**src/rtl/core/crd_pkg.sv**
```systemverilog
// crd_pkg: shared types and constants for the checksummed record deframer
// holds the result kind codes, the queue item type and the register indexes
// no dependencies
`timescale 1ns / 1ps

package crd_pkg;

    // result kind codes as they appear on m_tuser
    typedef enum logic [2:0] {
        KIND_PAYLOAD = 3'd0,
        KIND_GOOD    = 3'd1,
        KIND_BADSUM  = 3'd2,
        KIND_NOTERM  = 3'd3,
        KIND_UNKNOWN = 3'd4,
        KIND_EARLY   = 3'd5,
        KIND_ENDMARK = 3'd6,
        KIND_SHORT   = 3'd7
    } kind_t;

    // one result item as it travels from front to back
    typedef struct packed {
        kind_t       kind;
        logic [7:0]  value;
        logic [7:0]  index;
        logic [31:0] start;
        logic        done;
    } item_t;

    // write side of the queue
    typedef struct packed {
        logic  valid;
        item_t item;
    } q_wr_t;

    // read side of the queue
    typedef struct packed {
        logic  valid;
        item_t item;
    } q_rd_t;

    // configuration register indexes
    localparam logic CFG_START_BYTE = 1'b0;
    localparam logic CFG_END_BYTE   = 1'b1;

    // register reset values
    localparam logic [7:0] START_BYTE_RST = 8'd68;
    localparam logic [7:0] END_BYTE_RST   = 8'd13;

endpackage

```
**src/rtl/core/checksummed_record_deframer.sv**
```systemverilog
// checksummed_record_deframer: top level of the length-prefixed record deframer
// depends on crd_pkg, crd_front, crd_queue, crd_back
//
//   channel  | direction | handshake          | contents
//   s_       | in        | s_tvalid/s_tready  | tdata data_byte, tlast end_of_input
//   m_       | out       | m_tvalid/m_tready  | tdata value/index/start, tuser kind,
//            |           |                    | tlast record_done
//   cfg_     | in        | cfg_wr_en          | cfg_addr register index, cfg_wdata
//
// one input beat per cycle while s_tready is high; each beat is classified combinationally by the front
// a result enters the queue at the edge that accepts its input beat and moves from
// the queue head into the output register, which drives m_tvalid, when that is free
// reset is synchronous and clears all control state; no clearing pass is needed
// s_tready drops only while the result queue is full, so a stalled m_ side
// backs up at most QUEUE_DEPTH results plus the output register before input stops
`timescale 1ns / 1ps

module checksummed_record_deframer
    import crd_pkg::*;
#(
    parameter int QUEUE_DEPTH = 4
) (
    input  logic        aclk,
    input  logic        aresetn,
    // input beat
    input  logic        s_tvalid,
    output logic        s_tready,
    input  logic [7:0]  s_tdata,   // [7:0] data_byte
    input  logic        s_tlast,   // end_of_input
    // result beat
    output logic        m_tvalid,
    input  logic        m_tready,
    output logic [47:0] m_tdata,   // [7:0] payload_value, [15:8] payload_index,
                                   // [47:16] record_start
    output logic [2:0]  m_tuser,   // [2:0] kind
    output logic        m_tlast,   // record_done
    // configuration
    input  logic        cfg_wr_en,
    input  logic        cfg_addr,
    input  logic [7:0]  cfg_wdata
);

    q_wr_t q_wr;
    q_rd_t q_rd;
    logic  q_full;
    logic  q_pop;

    crd_front u_front (
        .aclk      (aclk),
        .aresetn   (aresetn),
        .s_tvalid  (s_tvalid),
        .s_tready  (s_tready),
        .s_tdata   (s_tdata),
        .s_tlast   (s_tlast),
        .cfg_wr_en (cfg_wr_en),
        .cfg_addr  (cfg_addr),
        .cfg_wdata (cfg_wdata),
        .q_full    (q_full),
        .q_wr      (q_wr)
    );

    crd_queue #(
        .DEPTH (QUEUE_DEPTH)
    ) u_queue (
        .aclk    (aclk),
        .aresetn (aresetn),
        .q_wr    (q_wr),
        .q_full  (q_full),
        .q_rd    (q_rd),
        .q_pop   (q_pop)
    );

    crd_back u_back (
        .aclk     (aclk),
        .aresetn  (aresetn),
        .q_rd     (q_rd),
        .q_pop    (q_pop),
        .m_tvalid (m_tvalid),
        .m_tready (m_tready),
        .m_tdata  (m_tdata),
        .m_tuser  (m_tuser),
        .m_tlast  (m_tlast)
    );

endmodule

```
**src/rtl/core/crd_front.sv**
```systemverilog
// crd_front: accepts stream beats, tracks record framing and checksum
// pushes at most one result item per beat into the queue
// depends on crd_pkg
`timescale 1ns / 1ps

module crd_front
    import crd_pkg::*;
(
    input  logic        aclk,
    input  logic        aresetn,
    input  logic        s_tvalid,
    output logic        s_tready,
    input  logic [7:0]  s_tdata,
    input  logic        s_tlast,
    input  logic        cfg_wr_en,
    input  logic        cfg_addr,
    input  logic [7:0]  cfg_wdata,
    input  logic        q_full,
    output q_wr_t       q_wr
);

    typedef enum logic [4:0] {
        ST_IDLE = 5'b00001,
        ST_LEN  = 5'b00010,
        ST_BODY = 5'b00100,
        ST_TERM = 5'b01000,
        ST_HALT = 5'b10000
    } phase_t;

    phase_t      phase_reg, phase_next;
    logic [7:0]  sum_reg, sum_next;
    logic [7:0]  left_reg, left_next;
    logic [7:0]  blen_reg, blen_next;
    logic [31:0] offset_reg, offset_next;
    logic [31:0] start_off_reg, start_off_next;
    logic [7:0]  start_byte_reg;
    logic [7:0]  end_byte_reg;

    logic        accept;
    logic [31:0] offset_inc;
    logic [7:0]  pay_idx;
    logic [7:0]  pay_len;
    logic [7:0]  sum_add;
    item_t       item;
    logic        emit;

    assign s_tready = !q_full;
    assign accept   = s_tvalid && s_tready;

    // saturating stream offset and derived record values
    assign offset_inc = (offset_reg == 32'hFFFF_FFFF) ? offset_reg : offset_reg + 32'd1;
    assign pay_idx    = blen_reg - left_reg;
    assign pay_len    = (blen_reg == 8'd0) ? 8'd0 : blen_reg - 8'd1;
    assign sum_add    = sum_reg + s_tdata;

    // configuration registers
    always_ff @(posedge aclk) begin
        if (!aresetn) begin
            start_byte_reg <= START_BYTE_RST;
            end_byte_reg   <= END_BYTE_RST;
        end else if (cfg_wr_en) begin
            unique case (cfg_addr)
                CFG_START_BYTE: start_byte_reg <= cfg_wdata;
                CFG_END_BYTE:   end_byte_reg   <= cfg_wdata;
                default:        ;
            endcase
        end
    end

    // framing state machine
    always_comb begin
        phase_next     = phase_reg;
        sum_next       = sum_reg;
        left_next      = left_reg;
        blen_next      = blen_reg;
        offset_next    = offset_reg;
        start_off_next = start_off_reg;
        emit           = 1'b0;
        item.kind      = KIND_PAYLOAD;
        item.value     = sum_reg;
        item.index     = pay_len;
        item.start     = start_off_reg;
        item.done      = 1'b1;
        if (accept && phase_reg != ST_HALT) begin
            if (s_tlast) begin
                phase_next = ST_HALT;
                if (phase_reg != ST_IDLE) begin
                    emit      = 1'b1;
                    item.kind = KIND_EARLY;
                end
            end else begin
                unique case (phase_reg)
                    ST_IDLE: begin
                        if (s_tdata == start_byte_reg) begin
                            start_off_next = offset_reg;
                            sum_next       = 8'd0;
                            left_next      = 8'd0;
                            blen_next      = 8'd0;
                            offset_next    = offset_inc;
                            phase_next     = ST_LEN;
                        end else begin
                            emit       = 1'b1;
                            item.kind  = (s_tdata == 8'd0) ? KIND_ENDMARK : KIND_UNKNOWN;
                            item.value = 8'd0;
                            item.index = 8'd0;
                            item.start = offset_reg;
                            phase_next = ST_HALT;
                        end
                    end
                    ST_LEN: begin
                        blen_next   = s_tdata;
                        left_next   = s_tdata;
                        sum_next    = s_tdata;
                        offset_next = offset_inc;
                        phase_next  = (s_tdata == 8'd0) ? ST_TERM : ST_BODY;
                    end
                    ST_BODY: begin
                        sum_next    = sum_add;
                        left_next   = left_reg - 8'd1;
                        offset_next = offset_inc;
                        if (left_reg == 8'd1) begin
                            // checksum byte closes the body, no payload beat
                            phase_next = ST_TERM;
                        end else begin
                            emit       = 1'b1;
                            item.kind  = KIND_PAYLOAD;
                            item.value = s_tdata;
                            item.index = pay_idx;
                            item.done  = 1'b0;
                        end
                    end
                    ST_TERM: begin
                        emit = 1'b1;
                        if (s_tdata != end_byte_reg) begin
                            item.kind  = KIND_NOTERM;
                            phase_next = ST_HALT;
                        end else begin
                            offset_next = offset_inc;
                            phase_next  = ST_IDLE;
                            priority if (sum_reg != 8'd0) begin
                                item.kind = KIND_BADSUM;
                            end else if (blen_reg <= 8'd1) begin
                                item.kind = KIND_SHORT;
                            end else begin
                                item.kind = KIND_GOOD;
                            end
                        end
                    end
                    default: phase_next = ST_HALT;
                endcase
            end
        end
    end

    assign q_wr.valid = emit;
    assign q_wr.item  = item;

    // state registers
    always_ff @(posedge aclk) begin
        if (!aresetn) begin
            phase_reg     <= ST_IDLE;
            sum_reg       <= 8'd0;
            left_reg      <= 8'd0;
            blen_reg      <= 8'd0;
            offset_reg    <= 32'd0;
            start_off_reg <= 32'd0;
        end else begin
            phase_reg     <= phase_next;
            sum_reg       <= sum_next;
            left_reg      <= left_next;
            blen_reg      <= blen_next;
            offset_reg    <= offset_next;
            start_off_reg <= start_off_next;
        end
    end

    // a halted block stays silent
    a_halt_quiet: assert property (@(posedge aclk) disable iff (!aresetn)
        phase_reg == ST_HALT |-> !q_wr.valid)
        else $error("result pushed while halted");

    // only payload beats leave a record open
    a_done_kind: assert property (@(posedge aclk) disable iff (!aresetn)
        q_wr.valid |-> (q_wr.item.done == (q_wr.item.kind != KIND_PAYLOAD)))
        else $error("record_done does not match kind");

    // end of input always halts
    a_eoi_halts: assert property (@(posedge aclk) disable iff (!aresetn)
        (accept && s_tlast) |=> phase_reg == ST_HALT)
        else $error("end of input did not halt");

endmodule

```
**src/rtl/core/crd_queue.sv**
```systemverilog
// crd_queue: small fifo of result items between front and back
// depends on crd_pkg
`timescale 1ns / 1ps

module crd_queue
    import crd_pkg::*;
#(
    parameter int DEPTH = 4
) (
    input  logic  aclk,
    input  logic  aresetn,
    input  q_wr_t q_wr,
    output logic  q_full,
    output q_rd_t q_rd,
    input  logic  q_pop
);

    localparam int PTR_W = (DEPTH > 1) ? $clog2(DEPTH) : 1;
    localparam int CNT_W = $clog2(DEPTH + 1);

    item_t            mem [DEPTH];
    logic [PTR_W-1:0] wr_ptr_reg;
    logic [PTR_W-1:0] rd_ptr_reg;
    logic [CNT_W-1:0] count_reg, count_next;

    assign q_full     = (count_reg == CNT_W'(DEPTH));
    assign q_rd.valid = (count_reg != '0);
    assign q_rd.item  = mem[rd_ptr_reg];

    // storage
    always_ff @(posedge aclk) begin
        if (q_wr.valid) begin
            mem[wr_ptr_reg] <= q_wr.item;
        end
    end

    // occupancy
    always_comb begin
        unique case ({q_wr.valid, q_pop})
            2'b10:   count_next = count_reg + CNT_W'(1);
            2'b01:   count_next = count_reg - CNT_W'(1);
            default: count_next = count_reg;
        endcase
    end

    // pointers, wrapping at the last entry
    always_ff @(posedge aclk) begin
        if (!aresetn) begin
            wr_ptr_reg <= '0;
            rd_ptr_reg <= '0;
            count_reg  <= '0;
        end else begin
            if (q_wr.valid) begin
                wr_ptr_reg <= (wr_ptr_reg == PTR_W'(DEPTH - 1)) ? '0
                                                               : wr_ptr_reg + PTR_W'(1);
            end
            if (q_pop) begin
                rd_ptr_reg <= (rd_ptr_reg == PTR_W'(DEPTH - 1)) ? '0
                                                               : rd_ptr_reg + PTR_W'(1);
            end
            count_reg <= count_next;
        end
    end

    a_no_overflow: assert property (@(posedge aclk) disable iff (!aresetn)
        q_wr.valid |-> !q_full)
        else $error("push into full queue");

    a_no_underflow: assert property (@(posedge aclk) disable iff (!aresetn)
        q_pop |-> q_rd.valid)
        else $error("pop from empty queue");

    a_count_up: assert property (@(posedge aclk) disable iff (!aresetn)
        (q_wr.valid && !q_pop) |=> count_reg == $past(count_reg) + CNT_W'(1))
        else $error("queue count did not advance on push");

endmodule

```
**src/rtl/core/crd_back.sv**
```systemverilog
// crd_back: output register stage, drains the queue onto the master channel
// depends on crd_pkg
`timescale 1ns / 1ps

module crd_back
    import crd_pkg::*;
(
    input  logic        aclk,
    input  logic        aresetn,
    input  q_rd_t       q_rd,
    output logic        q_pop,
    output logic        m_tvalid,
    input  logic        m_tready,
    output logic [47:0] m_tdata,
    output logic [2:0]  m_tuser,
    output logic        m_tlast
);

    logic  m_valid_reg;
    item_t m_item_reg;

    // load the output stage when it is empty or being drained
    assign q_pop = q_rd.valid && (!m_valid_reg || m_tready);

    always_ff @(posedge aclk) begin
        if (!aresetn) begin
            m_valid_reg <= 1'b0;
        end else if (!m_valid_reg || m_tready) begin
            m_valid_reg <= q_rd.valid;
        end
    end

    always_ff @(posedge aclk) begin
        if (q_pop) begin
            m_item_reg <= q_rd.item;
        end
    end

    // beat packing
    assign m_tvalid = m_valid_reg;
    assign m_tdata  = {m_item_reg.start, m_item_reg.index, m_item_reg.value};
    assign m_tuser  = m_item_reg.kind;
    assign m_tlast  = m_item_reg.done;

endmodule
```
**config.mk**
```make
export PLATFORM = sky130hd
export DESIGN_NAME = checksummed_record_deframer
export DESIGN_NICKNAME = d
export VERILOG_FILES = /design/src/rtl/core/crd_pkg.sv /design/src/rtl/core/checksummed_record_deframer.sv /design/src/rtl/core/crd_front.sv /design/src/rtl/core/crd_queue.sv /design/src/rtl/core/crd_back.sv
export SDC_FILE = /design/constraint.sdc
export NUM_CORES = 1
export LEC_CHECK = 0
export ABC_AREA = 1
export BUFFER_PORTS_ARGS = -buffer_cell sky130_fd_sc_hd__buf_4
export CORE_ASPECT_RATIO = 0.5
export CORE_MARGIN = 3
export CORE_UTILIZATION = 45
export DETAILED_ROUTE_END_ITERATION = 7
export GPL_TIMING_DRIVEN = 0
export MAX_ROUTING_LAYER = met4
export PLACE_DENSITY = 0.59
export SLEW_MARGIN = 20
export SYNTH_ARGS = -nofsm -noshare
export SYNTH_HDL_FRONTEND = slang
export SYNTH_SLANG_ARGS = --single-unit
```
**constraint.sdc**
```tcl
create_clock -name aclk -period 13.95 [get_ports aclk]
set_input_delay 1.395 -clock aclk [delete_from_list [all_inputs] [get_ports aclk]]
set_output_delay 1.395 -clock aclk [all_outputs]
set_load 0.03 [all_outputs]
```
Word-level counts from Yosys, hierarchy flattened
Memories as Yosys holds them, arrays and structs flattened. A register that Yosys moved wholly into a read port is not among the register bits. Index checks and enable logic that the tools add are counted.

Add/sub/neg operators: 9. Bitwise operators: 2. Order comparisons: 1. Mux-type cells: 41. Reductions and logical operators: 22. Equality and inequality tests: 18.

Operator list (number): 32-bit 2-to-1 mux (4); 32-bit case mux with 3 select lines (1); 52-bit 2-to-1 mux (1); 51-bit 2-to-1 mux (1); 49-bit 2-to-1 mux (1); 8-bit case mux with 3 select lines (2); 32-bit by 1-bit adder with 32-bit output, second input constant (1); 32-bit equality test, second input constant (1); 16-bit case mux with 2 select lines (1); 5-bit 2-to-1 mux (4); 5-bit case mux with 4 select lines (1); 8-bit zero test (2); 16-bit 2-to-1 mux (1); 8-bit 2-to-1 mux (2); 8-bit case mux with 2 select lines (1); 8-bit by 1-bit subtractor with 8-bit output, second input constant (2); 3-bit 2-to-1 mux (5); 4-bit AND reduction (3); 1-bit 2-to-1 mux (9); 3-bit case mux with 3 select lines (1); 3-bit nonzero test (3); 8-bit adder (1); 8-bit by 1-bit equality test with 1-bit output, second input constant (1); 8-bit equality test (1); 31 further kinds (43).

Register bits after elaboration: 117. Memory bits (writable): 208. Input port bits: 23. Memories: 1.

Memory list: u_queue.mem (words 4, bits a word 52, read ports 1, clocked after Yosys merged registers in 1, write ports 1, line crd_queue.sv:21) `item_t mem [DEPTH];`.

Logic depth before layout (Yosys ltp)
Gate-level depths: netlist of run 1.

Depth in word-level cells: 7. Depth in mapped cells: 15. Mapped depth without buffers: 15.

Modules after synthesis
Synthesis of run 1 repeated with hierarchy kept, for this count alone.

Cells, all modules: 1675. Area total of the unflattened synthesis: 16632.2 um^2.

By module, submodules not included: crd_queue (times used 1, cells each 563, area an instance 8151.6 um^2, sequential area each 6426.2 um^2); crd_front (times used 1, cells each 1053, area an instance 6867.8 um^2, sequential area each 2182.1 um^2); crd_back (times used 1, cells each 59, area an instance 1612.8 um^2, sequential area each 1581.5 um^2).

Least setup slack after synthesis of run 1
No wires, ideal clock.

Path kind: input port to flip-flop. Start: input m_tready. End: register u_queue.count_reg[1]. Slack: 8478 ps. Required time: 13826 ps. Path buffers: 0. Library setup time: 124 ps. Arrival time: 5349 ps. Stages: 6. Path through: nor2_1 > a31oi_1 > ha_1 > fa_1 > o21ai_0 > a21oi_1.

Word-level cells in the longest chain between the ends: 4.

Ends and longest elaborated chain: from (decl) (line checksummed_record_deframer.sv:32) `input logic m_tready,`; 1-bit logical OR (*) (line crd_back.sv:23) `assign q_pop = q_rd.valid && (!m_valid_reg || m_tready);`; 1-bit logical AND (*) (line crd_back.sv:23); named net q_pop (line checksummed_record_deframer.sv:46) `logic q_pop;`; 2-bit by 1-bit equality test with 1-bit output or 2-bit equality test (tied branches) (line crd_queue.sv:39) `unique case ({q_wr.valid, q_pop})`; 3-bit case mux with 2 select lines (*) (line crd_queue.sv:39); named net u_queue.count_next[1] (line crd_queue.sv:24) `logic [CNT_W-1:0] count_reg, count_next;`; to (signal assigned) (line crd_queue.sv:61) `count_reg <= count_next;`; to (decl) (line crd_queue.sv:24).

Mark *: on every way through the listed nets, which the timed path passes. The rest lies on a longest branch. A chain may end at the register's enable or synchronous reset.

Worst setup path after layout of run 1
Start: input s_tdata[2]. End: register u_queue.count_reg[1].

Word-level cells in the longest chain between the ends: 7.

Ends and longest elaborated chain: from (decl) (line checksummed_record_deframer.sv:28) `input logic [7:0] s_tdata,`; 8-bit equality test (*) (line crd_front.sv:94) `if (s_tdata == start_byte_reg) begin`; 1-bit 2-to-1 mux (*) (line crd_front.sv:94); 1-bit case mux with 3 select lines (*) (line crd_front.sv:92) `unique case (phase_reg)`; 1-bit 2-to-1 mux (*) (line crd_front.sv:85) `if (s_tlast) begin`; 1-bit 2-to-1 mux (*) (line crd_front.sv:84) `if (accept && phase_reg != ST_HALT) begin`; 2-bit by 1-bit equality test with 1-bit output or 2-bit equality test (tied branches) (line crd_queue.sv:39); 3-bit case mux with 2 select lines (*) (line crd_queue.sv:39); named net u_queue.count_next[1] (line crd_queue.sv:24).

Marks and branches as above.

==> flow_summary_export.csv, run 1 <==
group,metric,value,unit
outcome,outcome,"finished clean",
layout,multi_input_area,5680,um2
logic_synthesis,ys_types,45,
timing,worst_slack,10.41,ns
setup_path,worst_ep_arrival_time,3.96,ns
clocking,cts_tree,"yes",
logic_synthesis,synth_warnings,0,
route,vias,12552,
setup_path,critical_path_class,"input port to flop",
global_routing,grt_max_degree,25,
logic_synthesis,ys_seq_area_share,60.7,%
global_routing,grt_antenna_before_repair,0,
clocking,cts-root-buf,"clkbuf_16",
timing,finalSetupTns,0,ns
timing,rsz0062_at_grt,"no",
timing,slew_headroom,41.3,%
layout,stdcell_area,19500,um2
clocking,path_clk_slew,0.07,ns
route,drtPass1Iterations,7,
placement,port-buffer-count,74,
logic_synthesis,synth_fa_ha_area_share,2.23,%
logic_synthesis,synth_top_family_by_area,"simple AND/OR/NAND/NOR gates",
logic_synthesis,ys.flop_type,"edfxtp_1",
logic_synthesis,muxShareOfSynthArea,0,%
logic_synthesis,synth_edf_count,260,
timing,worst_pin_slew,0.880,ns
job,max_cap_viol_count,0,
route,detail-route-antenna-nets,0,
layout,utilization,53.7,%
clocking,cts_sinks,377,
logic_synthesis,synthTopCellsByArea,"edfxtp_1 47%, dfxtp_1 14%, o21ai_0 6.5%, nand2_1 6.0%, nor2_1 5.2%",
layout,area_growth,16.4,%
clocking,cts_made_buffers,36,
timing,clock_skew,0.0292,ns
global_routing,grt_pass1_vias,11811,
setup_path,setup.worst_path.end_class,"flop",
logic_synthesis,synth_top_area_share,46.7,%
logic_synthesis,syn-num-nets,1786,
layout,drive_gt1_share,10.9,%
logic_synthesis,synth-seq-cells,377,
placement,dpl_worst_slack,9.83,ns
power,ir_drop,0.0980,mV
logic_synthesis,avgSynthCellArea,9.64,um2
logic_synthesis,synth_area,16700,um2
clocking,clock_path_buffers,3,
floorplan,coreArea,36300,um2
route,via_per_inst,5.30,
route,drtIter0Drc,1151,
setup_path,r2r_slack,10.67,ns
route,drcViolationCount,0,
timing,fin_crit,3.54,ns
timing,fin_crit_sh,25.3,%
clocking,hold_buffers,0,
clocking,cts_resized,0,
route,wire_per_inst,18.0,um
logic_synthesis,synth_top_cell_by_area,"edfxtp_1",
logic_synthesis,synth-simple-area-share,16.2,%
timing,setup_viol,0,
clocking,postCtsSetupBuffers,0,
floorplan,initial_core_util,46.1,%
floorplan,ios,77,
power,power_density,178,nW/um2
timing,maxClockFrequency,283,MHz
setup_path,crit_path_max_fanout,5,
floorplan,design.die.area,39700,um2
layout,largest_reg_flops,208,
floorplan,chipWidth,279,um
clocking,htreeDepth,2,
layout,nFillCells,3316,
global_routing,grt_pass1_wl,66900,um
setup_path,critPathRequiredTime,14.38,ns
route,routed_wl,42700,um
global_routing,grtUsageTotal,22.2,%
power,leakage,7.05,nW
global_routing,grt_overflow,0,
floorplan,dieHeight,142,um
timing,hold_viol_final,0,
layout,diodes,0,
timing,finalMaxSlewViolations,0,
setup_path,startpoint_type,"input port",
min_path,hp-class,"flop to flop",
logic_synthesis,synthCells,1735,
layout,register_area,10100,um2
floorplan,row_count,49,
placement,hpwl,30400,um
clocking,clk_latency,0.55,ns
layout,layout.nets,1909,
logic_synthesis,synth_xor_area_share,2.03,%
logic_synthesis,synthArstFlopShare,0,%
layout,regMostFlops,"u_queue.mem",
logic_synthesis,synth_compound_area_share,13.2,%
placement,gp_congestion,0.938,
placement,dpl-instance-area,18200,um2
## cells in the mapped netlist (all sizes together) (2+ instances only)
cell type  instances
or2                2
a31oi              4
o21a               2
o211ai             2
fa                 3
dfxtp            117
o22ai             54
nand4             16
nor3              20
nand2            274
xor2              21
ha                25
clkbuf            55
nand3b             3
xnor2             17
nand3             81
inv              155
nor2             241
o21bai             3
o21ai            226
a21oi            124
buf               21
edfxtp           260
nor4               3
## worst max-delay path: stages
cell     delay (ns)
buf_4          0.14
inv_2          0.12
nand2_1        0.07
nand2_1        0.06
nand2_1        0.05
nor2_1         0.15
nand2_2        0.15
nand2_2        0.15
nand4_1        0.25
nand2_1        0.42
ha_1           0.31
fa_1           0.46
o21ai_0        0.17
a21oi_1        0.06
## kinds of logic (layout without fill, tap and decap cells)
kind of cell    count (synthesis)  after routing
simple gates                  642            642
compound gates                418            418
flops                         377            377
buf+inv                       232            382
xor+xnor                       38             38
fa+ha+maj                      28             28
## power by group
part | switching, mW | internal, mW | leakage (nW) | total, mW
Combinational | 0.665 | 0.302 | 3.05 | 0.968
Sequential | 0.0535 | 1.40 | 3.37 | 1.45
Clock | 0.434 | 0.620 | 0.624 | 1.05
## area by class of cell
cell class | count | share of cell area, %
clock inverters | 26 | 1.77
repair buffers | 85 | 4.18
inverters | 156 | 3.01
flip-flops and latches | 377 | 52.1
plain buffers | 76 | 1.84
well taps | 484 | 3.11
multi-input cells | 1126 | 29.2
clock buffers | 39 | 4.79
## layout by cell type, fill, tap and decap left out, types with 3 or more instances in the layout
cell       instances
nor2_2             6
buf_6              6
xor2_1            21
buf_2             11
clkinv_2           5
clkinv_1           8
nor2_4             6
o22ai_1           54
nand3b_1           3
bufinv_16          7
nand3_1           78
edfxtp_1         260
a21oi_1          121
buf_4             78
dfxtp_1          117
clkbuf_1          56
nand2_1          267
o21ai_1            8
nand2_2            7
nand4_1           13
o21bai_1           3
ha_1              25
nor4_1             3
fa_1               3
inv_2              8
xnor2_1           16
nand3_2            3
clkbuf_16         36
a31oi_1            3
o21ai_0          218
buf_16             5
buf_12             6
clkinv_8           3
inv_1            147
nor2_1           228
nor3_1            19
## stage by stage
stage               hold slack [ns]  std cells  total power [mW]
floorplan                     0.424       1735              2.07
global placement              0.432       2293              2.43
detailed placement            0.436       2304              2.46
CTS                           0.446       2369              3.51
global route                  0.460       2369              3.65
finish                        0.446       2369              3.47
## worst paths after layout
path | start | to | depth (start not counted)
max | s_tdata[2] | u_queue.count_reg[1]$_SDFFE_PN0P_ | 14
max reg2reg | u_front.phase_reg[0]$_SDFFE_PN1P_ | u_queue.mem[1][15]$_DFFE_PP_ | 9
min reg2reg | u_front.start_off_reg[17]$_SDFFE_PN0P_ | u_front.start_off_reg[17]$_SDFFE_PN0P_ | 2
min | u_front.start_off_reg[17]$_SDFFE_PN0P_ | u_front.start_off_reg[17]$_SDFFE_PN0P_ | 2
## layer usage
metal | part of all wire, % | wire (um) | track usage [%] | up-vias
met5 | 0 | 0 | - | -
met4 | 1.3 | 573 | 4.03 | 0
met3 | 5.5 | 2340 | 3.43 | 46
met2 | 46 | 19700 | 35.4 | 293
met1 | 47 | 20100 | 30.7 | 6000
li1 | - | - | - | 6213
(Power assumes the default switching activity.)
==> run 2: changes to the inputs <==
- ABC_AREA: 1 -> 0
- PLACE_DENSITY: 0.59 -> 0.62
- clock period: 13.95 -> 3.1 ns (I/O delays scaled with it)
==> flow_summary_export.csv, run 2 <==
group,metric,value,unit
logic_synthesis,synth_compound_area_share,8.50,%
route,wire_per_inst,19.2,um
power,power.total,14.1,mW
setup_path,critPathRequiredTime,3.35,ns
floorplan,row_count,47,
route,routed_wl,34500,um
floorplan,dieHeight,138,um
layout,layout.nets,1354,
logic_synthesis,syn-num-nets,1232,
logic_synthesis,synth_warnings,0,
logic_synthesis,synth_area,15700,um2
clocking,clock_path_buffers,3,
global_routing,grt_overflow,0,
route,via_per_inst,5.62,
min_path,hold_path_startpoint,"cfg_wdata[3]",
floorplan,coreArea,33800,um2
power,power_density,771,nW/um2
timing,fin_crit_sh,95.5,%
global_routing,grt_antenna_before_repair,0,
floorplan,initial_core_util,46.6,%
logic_synthesis,synth-seq-cells,377,
layout,nFillCells,2825,
logic_synthesis,synth_fa_ha_area_share,2.37,%
logic_synthesis,synth_xor_area_share,1.84,%
logic_synthesis,synthCells,1181,
layout,largest_reg_flops,208,
route,drtPass1Iterations,5,
setup_path,reg2regPathDepth,8,
logic_synthesis,synth_top_area_share,49.6,%
timing,holdWs,0.0282,ns
timing,maxClockFrequency,338,MHz
placement,dpl-instance-area,17100,um2
logic_synthesis,synthTopCellsByArea,"edfxtp_1 50%, dfxtp_1 15%, mux4_2 7.4%, nand2_1 3.8%, a21oi_1 2.6%",
floorplan,ios,77,
logic_synthesis,synth-simple-area-share,10.3,%
route,drtIter0Drc,745,
clocking,clk_latency,0.52,ns
logic_synthesis,avgSynthCellArea,13.3,um2
clocking,cts-root-buf,"clkbuf_16",
job,max_cap_viol_count,0,
global_routing,grt_pass1_vias,10103,
logic_synthesis,ys_seq_area_share,64.5,%
clocking,cts_tree,"yes",
clocking,cts_sinks,377,
clocking,path_clk_slew,0.07,ns
outcome,outcome,"finished clean",
logic_synthesis,ys_types,60,
setup_path,r2r_end,"u_queue.mem[1][32]$_DFFE_PP_",
setup_path,r2r_slack,0.14,ns
layout,area_growth,16.6,%
clocking,htreeDepth,2,
placement,hpwl,23900,um
setup_path,slowest_stage,"or3b_2",
timing,hold_viol_final,0,
logic_synthesis,muxShareOfSynthArea,10.1,%
floorplan,design.die.area,37400,um2
setup_path,startpoint_type,"flop",
global_routing,grt_max_degree,35,
layout,regMostFlops,"u_queue.mem",
route,detail-route-antenna-nets,0,
logic_synthesis,ys.flop_type,"edfxtp_1",
placement,dpl_worst_slack,-0.442,ns
layout,diodes,0,
clocking,cts_made_buffers,36,
placement,port-buffer-count,75,
route,vias,10088,
min_path,holdPathEnd,"u_front.end_byte_reg[3]$_SDFFE_PN1P_",
layout,stdcell_area,18300,um2
timing,setup_viol,0,
layout,final_cell_mix,"260 x edfxtp_1, 158 x nand2_1, 117 x dfxtp_1",
global_routing,grt_pass1_wl,55300,um
route,drcViolationCount,0,
layout,drive_gt1_share,18.6,%
placement,dp.cells,1728,
timing,worst_slack,0.139,ns
layout,final_common_cell,"edfxtp_1",
setup_path,crit_path_max_fanout,10,
timing,fin_crit,2.96,ns
logic_synthesis,synth.most_common_cell,"edfxtp_1",
setup_path,max_stage_delay,0.49,ns
setup_path,r2r-start,"u_queue.count_reg[0]$_SDFFE_PN0P_",
logic_synthesis,synth_top_family_by_area,"simple AND/OR/NAND/NOR gates",
logic_synthesis,synth_edf_count,260,
setup_path,worst_ep_arrival_time,3.21,ns
logic_synthesis,synth_top_cell_by_area,"edfxtp_1",
logic_synthesis,synthArstFlopShare,0,%
timing,clock_skew,0.0160,ns
layout,final_cells,1796,
global_routing,grtUsageTotal,19.1,%
min_path,hp-class,"input port to flop",
setup_path,worstPathCellList,"or3b_2, clkbuf_1, o211ai_1, nor2_2, nand2_1, buf_2, clkbuf_4, mux2_2",
floorplan,chipWidth,270,um
min_path,hold-path-cell-count,3,
setup_path,setup.worst_path.end_class,"flop",
placement,gp_congestion,0.881,
power,ir_drop,0.397,mV
timing,rsz0062_at_grt,"no",
setup_path,critical_path_class,"flop to flop",
timing,worst_pin_slew,0.895,ns
timing,finalMaxSlewViolations,0,
timing,slew_headroom,40.3,%
logic_synthesis,ys_top_cells_by_count,"260 x edfxtp_1, 158 x nand2_1, 117 x dfxtp_1",
power,leakage,6.08,nW
-- run 2: changes by cell type in the layout (fill, tap and decap cells not counted), sizes merged, moves of 18 or more --
cell / delta
nor2: -189
o31ai: +18
inv: -128
o21ai: -188
mux4: +52
nand3: -52
mux2: +26
nand2: -116
o22ai: -50
a21oi: -41
-- run 2: cell type report --
| class | instances | area (um2) | area share, % |
|---|---|---|---|
| buffer | 67 | 272 | 1.48 |
| clock buffer | 46 | 991 | 5.40 |
| clock inverter | 20 | 200 | 1.09 |
| inverter | 28 | 105 | 0.573 |
| multi-input combinational | 708 | 5290 | 28.9 |
| sequential | 377 | 10100 | 55.3 |
| tap | 465 | 582 | 3.17 |
| timing repair buffer | 85 | 753 | 4.11 |
-- run 2: metrics by stage --
step | util, % | setup TNS (ns)
after floorplan | - | 0
after global placement | 50.1 | -156.64
after detailed placement | 50.6 | -61.42
after CTS | 54.2 | 0
after global routing | 54.4 | 0
final | 54.4 | 0
-- run 2: critical path: cells and delay by family (launching register included) --
family	cells	cell delay [ns]
flops	1	0.36
mux	1	0.41
buf+inv	3	0.80
compound gates	1	0.22
simple gates	3	0.88
-- run 2: worst max-delay path by stage --
stage	from	to	slack, ns
4_1_cts	u_queue.count_reg[0]$_SDFFE_PN0P_	u_queue.mem[1][32]$_DFFE_PP_	0.02
5_1_grt	u_queue.count_reg[2]$_SDFFE_PN0P_	u_queue.mem[3][40]$_DFFE_PP_	0.001
3_3_place_gp	s_tdata[0]	u_queue.mem[3][10]$_DFFE_PP_	-0.67
3_5_place_dp	s_tdata[0]	u_queue.count_reg[2]$_SDFFE_PN0P_	-0.44
6_report	u_queue.count_reg[0]$_SDFFE_PN0P_	u_queue.mem[1][32]$_DFFE_PP_	0.14
2_1_floorplan	u_queue.count_reg[0]$_SDFFE_PN0P_	u_queue.count_reg[2]$_SDFFE_PN0P_	0.09
-- run 2: what timing repair did --
action | in CTS | in global routing
gates resized for setup | 7 | 13
endpoints found under the hold margin | 2 | 0
endpoints found under the setup margin | 211 | 105
buffers inserted | 0 | 1
hold buffers | 2 | 0
pin swaps | 0 | 1
-- run 2: power breakdown --
part	internal (mW)	leakage [nW]	switching (mW)	total, mW
Combinational	1.42	2.11	2.01	3.43
Clock	2.54	0.567	1.86	4.40
Sequential	6.13	3.41	0.183	6.31
Total	10.1	6.08	4.06	14.1
-- run 2: kinds of logic after synthesis --
| family | count (synthesis) |
|---|---|
| adders and majority gates | 28 |
| AOI/OAI and AO/OA | 213 |
| DFF | 377 |
| xor gates and xnor gates | 33 |
| and+or+nand+nor | 343 |
| buffers and inverters | 96 |
| muxes | 91 |
-- run 2: metal layers --
layer,routed length [um],GRT usage [%],share of wire (%)
met2,16400,30.1,47
met3,2040,3.24,5.9
met1,15600,26.2,45
met4,557,4.28,1.6
met5,0,-,0
